===== src/hw/rtl/grsd_pkg.sv =====
// Shared types and constants of the Golomb-Rice set decoder.
package grsd_pkg;

   localparam int RiceW   = 6;
   localparam int RemW    = 32;
   localparam int ValueW  = 64;
   localparam int CountW  = 32;
   localparam int CsrIdxW = 4;
   localparam int CsrDatW = 32;

   localparam logic [RiceW-1:0]   RiceMax   = 6'd32;
   localparam logic [RiceW-1:0]   RiceReset = 6'd19;

   localparam logic [CsrIdxW-1:0] CsrRiceBits     = 4'd0;
   localparam logic [CsrIdxW-1:0] CsrElementCount = 4'd1;

   typedef struct packed {
      logic [7:0] stream_byte;
      logic       start_req;
   } grsd_req_type;

   typedef struct packed {
      logic [ValueW-1:0] set_value;
      logic [CountW-1:0] element_index;
      logic              last;
   } grsd_rsp_type;

   typedef struct packed {
      logic [CsrIdxW-1:0] index;
      logic [CsrDatW-1:0] data;
   } grsd_csr_type;

   // Decoder state and the byte window handed to the bit scanner.
   typedef struct packed {
      logic [7:0]       stream_byte;
      logic [2:0]       pos;
      logic             in_rem;
      logic [RemW-1:0]  rem;
      logic [RiceW-1:0] seen;
      logic [RiceW-1:0] rice;
   } grsd_scan_in_type;

   typedef struct packed {
      logic             emit;
      logic             byte_done;
      logic [2:0]       next_pos;
      logic             in_rem;
      logic [3:0]       ones;
      logic [RemW-1:0]  rem;
      logic [RiceW-1:0] seen;
   } grsd_scan_out_type;

   // One completed code on its way to the value adder.
   typedef struct packed {
      logic [ValueW-1:0] quotient;
      logic [RemW-1:0]   rem;
      logic [RiceW-1:0]  shift;
      logic [CountW-1:0] index;
      logic              last;
      logic              restart;
   } grsd_code_type;

endpackage


===== src/hw/rtl/grsd_scan.sv =====
// Bit scanner: walks the unconsumed bits of one byte up to the next completed code.
module grsd_scan (
   input  grsd_pkg::grsd_scan_in_type  scan_in,
   output grsd_pkg::grsd_scan_out_type scan_out
);
   import grsd_pkg::*;

   logic             in_rem;
   logic [3:0]       ones;
   logic [RemW-1:0]  rem;
   logic [RiceW-1:0] seen;
   logic             stop;
   logic [3:0]       npos;
   logic             bit_v;

   always_comb begin
      in_rem = scan_in.in_rem;
      ones   = '0;
      rem    = scan_in.rem;
      seen   = scan_in.seen;
      stop   = 1'b0;
      npos   = 4'd8;
      bit_v  = 1'b0;
      for (int j = 0; j < 8; j++) begin
         if (!stop && (4'(j) >= {1'b0, scan_in.pos})) begin
            bit_v = scan_in.stream_byte[3'(7 - j)];
            if (!in_rem) begin
               if (bit_v) begin
                  ones = ones + 4'd1;
               end else begin
                  in_rem = 1'b1;
                  rem    = '0;
                  seen   = '0;
                  // With no remainder bits the ending zero completes the code.
                  if (scan_in.rice == '0) begin
                     stop = 1'b1;
                     npos = 4'(j + 1);
                  end
               end
            end else begin
               rem = {rem[RemW-2:0], bit_v};
               if (seen < RiceMax) begin
                  seen = seen + 6'd1;
               end
               if (seen >= scan_in.rice) begin
                  stop = 1'b1;
                  npos = 4'(j + 1);
               end
            end
         end
      end
      scan_out.emit      = stop;
      scan_out.byte_done = npos[3];
      scan_out.next_pos  = npos[2:0];
      scan_out.in_rem    = in_rem;
      scan_out.ones      = ones;
      scan_out.rem       = rem;
      scan_out.seen      = seen;
   end

endmodule

===== config.mk =====
export PLATFORM = sky130hd
export DESIGN_NAME = grsd_scan
export DESIGN_NICKNAME = d
export VERILOG_FILES = /design/src/hw/rtl/grsd_pkg.sv /design/src/hw/rtl/grsd_scan.sv
export SDC_FILE = /design/constraint.sdc
export NUM_CORES = 1
export LEC_CHECK = 0
export ABC_AREA = 0
export BUFFER_PORTS_ARGS = -buffer_cell sky130_fd_sc_hd__buf_2
export CAP_MARGIN = 20
export CORE_MARGIN = 2
export CORE_UTILIZATION = 40
export DETAILED_ROUTE_END_ITERATION = 16
export SLEW_MARGIN = 20
export SYNTH_ARGS = -nofsm -noshare
export SYNTH_HDL_FRONTEND = slang
export SYNTH_SLANG_ARGS = --single-unit
export TNS_END_PERCENT = 10

===== constraint.sdc =====
create_clock -name vclk -period 15.45
set_clock_uncertainty 0.15 [all_clocks]
set_input_delay 2.3175 -clock vclk [all_inputs]
set_output_delay 2.3175 -clock vclk [all_outputs]
set_load 0.05 [all_outputs]

== Yosys cells after proc, flatten, opt, wreduce, memory -nomap -nowiden ==
Index checks and enable logic that the tools add are counted.
Storage, ports and cells
  bits in registers: 0
  latch bits: 0
  RAM bits: 0
  bits in read-only memories: 0
  bits of input ports: 56
  output and inout bits: 48
  word-level logic and storage cells: 213
  memories kept: 0
Cells by class
  add/sub/neg operators: 12
  multiply operators: 0
  div/mod/pow operators: 0
  $lt $le $gt $ge: 23
  equality and inequality tests: 0
  shift-type cells: 0
  muxes and demuxes: 165
  bitwise gates (word level): 0
  reductions and logical operators: 13
Operators with widths (count)
  2-to-1 mux 32 bit: 20
  2-to-1 mux 6 bit: 44
  2-to-1 mux 4 bit: 49
  2-to-1 mux 1 bit: 52
  adder 6 x 1 -> 6 bit (second input constant): 8
  greater-or-equal comparator 6 bit: 8
  less-than comparator 6 bit (second input constant): 8
  adder 4 x 1 -> 4 bit (second input constant): 4
  greater-or-equal comparator 3 bit (first input constant): 3
  greater-or-equal comparator 1 x 3 -> 1 bit (first input constant): 2
  greater-or-equal comparator 2 x 3 -> 1 bit (first input constant): 2
  logical AND 1 bit: 6
  zero test 1 bit: 6
  zero test 6 bit: 1

== Logic depth before layout (Yosys ltp) ==
  word-level depth: 56
  mapped depth: 63
  depth with buffers taken out: 58

== Worst setup path before layout ==
Ideal clock, no wire load.
  path kind: input -> output
  start: in scan_in[11] in the netlist's numbering
  end: out scan_out[2] in the netlist's numbering
  data arrival time: 13.435 ns
  data required time: 12.983 ns
  slack: -0.453 ns
  stages: 58
  path buffers: 5
  path through: clkbuf_1 buf_2 o21ai_0 nand2_1 ha_1 a21o_1 a31oi_1 o21a_1 nor2_1 nor2_1 a22oi_1 inv_1 ha_1 inv_1 or4_1 xnor2_1 ha_1 a21o_1 [... 22 more ...] nor3_1 a31oi_1 buf_2 mux2_2 ha_1 a21o_1 a21oi_1 nor2b_1 o21ai_0 nand2b_1 a21oi_1 nand2_1 nand3b_1 nor2b_1 nand2b_1 or2_2 clkbuf_1 o31ai_1
RTL lines
  start, declared: RTL line grsd_scan.sv:3  | input grsd_pkg::grsd_scan_in_type scan_in,
  end, declared: RTL line grsd_scan.sv:4  | output grsd_pkg::grsd_scan_out_type scan_out

==> qor.yml <==
setup_tns_ns: 0
p_int_uw: 438
ys_types: 100
grt_first_pass_wirelength_um: 35600
p_leak_uw: 0.00391
overflow: 0
swShare_pct: 59.5
worstHoldPathType: "in2out"
drtIter0Drc: 641
relSlewSlack_pct: 30.0
cp.arrival_ns: 12.60
dp_cells: 1321
rsz0062_at_grt: "yes"
cpMostUsedCell: "a21o_1"
layout_common_cells: "205 x buf_4, 92 x o22ai_1, 92 x a22oi_1"
seq_cell_count: 0
p_clk_share_pct: 0
die_area_um2: 16900
cts_hold_buf: 0
p_switching_uw: 643
setup_viol: 0
drt-total-wl_um: 23500
end_kind: "output pin"
critical_path_class: "in2out"
syn_inst: 912
port_buffers: 100
dpl.hpwl_um: 18000
regArea_um2: 0
slew_viol_final: 0
worst_pin_slew_ns: 1.05
pwr-share-seq_pct: 0
antenna_found_initial: 2
utilization_pct: 57.7
min_to: "scan_out[40]"
fin_crit_sh_pct: 97.5
hp-start: "scan_in[48]"
slowest_delay_ns: 0.56
die-width_um: 130
grt_start_max_net_pins: 36
p_per_area_nw_per_um2: 119
final_hold_viol_count: 0
ant_nets: 0
num_rows: 46
cpMaxStageDelayCell: "or4_4"
hold_path_depth: 4
combPwrFrac_pct: 100.0
max_freq_ghz: 0.0664
synth_warnings: 0
syn_nets: 1027
firstDrtPassIters: 6
gp_congestion: 0.937
drc: 0
core_um2: 15700
fin_cells: 1351
cp_max_fo: 4
cp_data_required_time_ns: 12.98
vias: 8395
grt_pass1_vias: 7111
max-cap-violations: 0
vias_per_cell: 6.21
start_util_pct: 40.5
whs_ns: 4.97
n_fill_cell: 1507
nets: 1251
syn_area_per_cell_um2: 6.98
fin_crit_ns: 15.06
final_common_cell: "buf_4"
ys_seq_area_share_pct: 0
avgRoutedWirePerCell_um: 17.4
synthesis.area_um2: 6370
drive_gt1_share_pct: 39.9
track_usage_pct: 25.3
syn2layout_area_growth_pct: 42.3
total_power_uw: 1080
status: "finished clean"
cp-start-kind: "input pin"
die_h_um: 130
ir_worst_vdd_v: 0.000160
pin_count: 104
nClkBuffers: 0
==> final cells by class <==
class,count,area (um^2),share of cell area (%)
multi-input cells,812,6550,72.2
repair buffers,300,2160,23.8
diodes,1,2.50,0.0276
inverters,22,85.1,0.939
well taps,216,270,2.98
==> worst max path at each step <==
| stage | slack, ns | to | startpoint |
|---|---|---|---|
| after detailed placement | -0.33 | scan_out[47] | scan_in[45] |
| after global placement | -0.20 | scan_out[47] | scan_in[45] |
| after CTS | 0.01 | scan_out[33] | scan_in[6] |
| after floorplan | -0.06 | scan_out[7] | scan_in[11] |
| final | 0.39 | scan_out[0] | scan_in[6] |
| after global routing | -0.13 | scan_out[0] | scan_in[7] |
==> what timing repair did <==
action,4_1_cts,5_1_grt
gates cloned,0,1
setup buffers,0,30
gates resized for setup,14,171
setup endpoints to repair,38,43
pin swaps,3,82
==> Yosys cell counts, drive strengths merged (9+ instances only) <==
master / count / area share (%)
inv: 21 / 1.2
mux2: 9 / 1.6
o21ai: 47 / 3.9
o22ai: 97 / 9.5
clkbuf: 60 / 3.5
nor2: 48 / 2.9
a21oi: 50 / 4.2
a22o: 60 / 8.2
nand2b: 20 / 2.0
xor2: 9 / 1.2
a22oi: 96 / 11
a21o: 19 / 2.3
xnor2: 20 / 2.9
nand3: 19 / 1.5
buf: 18 / 1.9
nor2b: 10 / 0.98
nand2: 68 / 4.0
and2: 16 / 1.7
a211o: 11 / 1.5
ha: 59 / 12
nor3: 12 / 1.1
a31oi: 10 / 0.98
==> through the flow <==
step	setup WS [ns]	area, um^2
3_5_place_dp	-0.327	8130
4_1_cts	0.0111	8180
5_1_grt	-0.130	9060
6_report	0.385	9060
2_1_floorplan	-0.0650	6380
3_3_place_gp	-0.204	8130
==> logic make-up (layout without fill, tap and decap cells) <==
group,Yosys count,count (layout),synth area share [%]
multiplexers,16,16,2.75
other,0,1,0
AO/OA/AOI/OAI,466,466,54.7
adder cells (fa/ha/maj),59,59,11.6
XOR/XNOR,29,29,4.11
AND/OR/NAND/NOR,242,242,20.1
buffers and inverters,100,322,6.78
==> metal layers <==
metal	wire length (um)	track usage, %
met5	15	0
met4	248	2.53
met3	1340	2.09
met2	11200	41.5
met1	10800	37.1
==> power groups by stage <==
stage                     Combinational (uW)  Clock (uW)  Sequential, uW
after global routing                    1170  0.00000866               0
after floorplan                          676           0               0
final                                   1080  0.00000866               0
after CTS                                966           0               0
after global placement                   948           0               0
after detailed placement                 954           0               0
==> critical path, delay by kind of cell <==
family	cells	cell delay, ns
simple gates	20	3.44
compound gates	21	3.68
xor+xnor	2	0.35
fa+ha+maj	6	1.56
buf+inv	4	0.56
mux	2	0.65
Note: power is estimated with default switching activity, not from simulation.
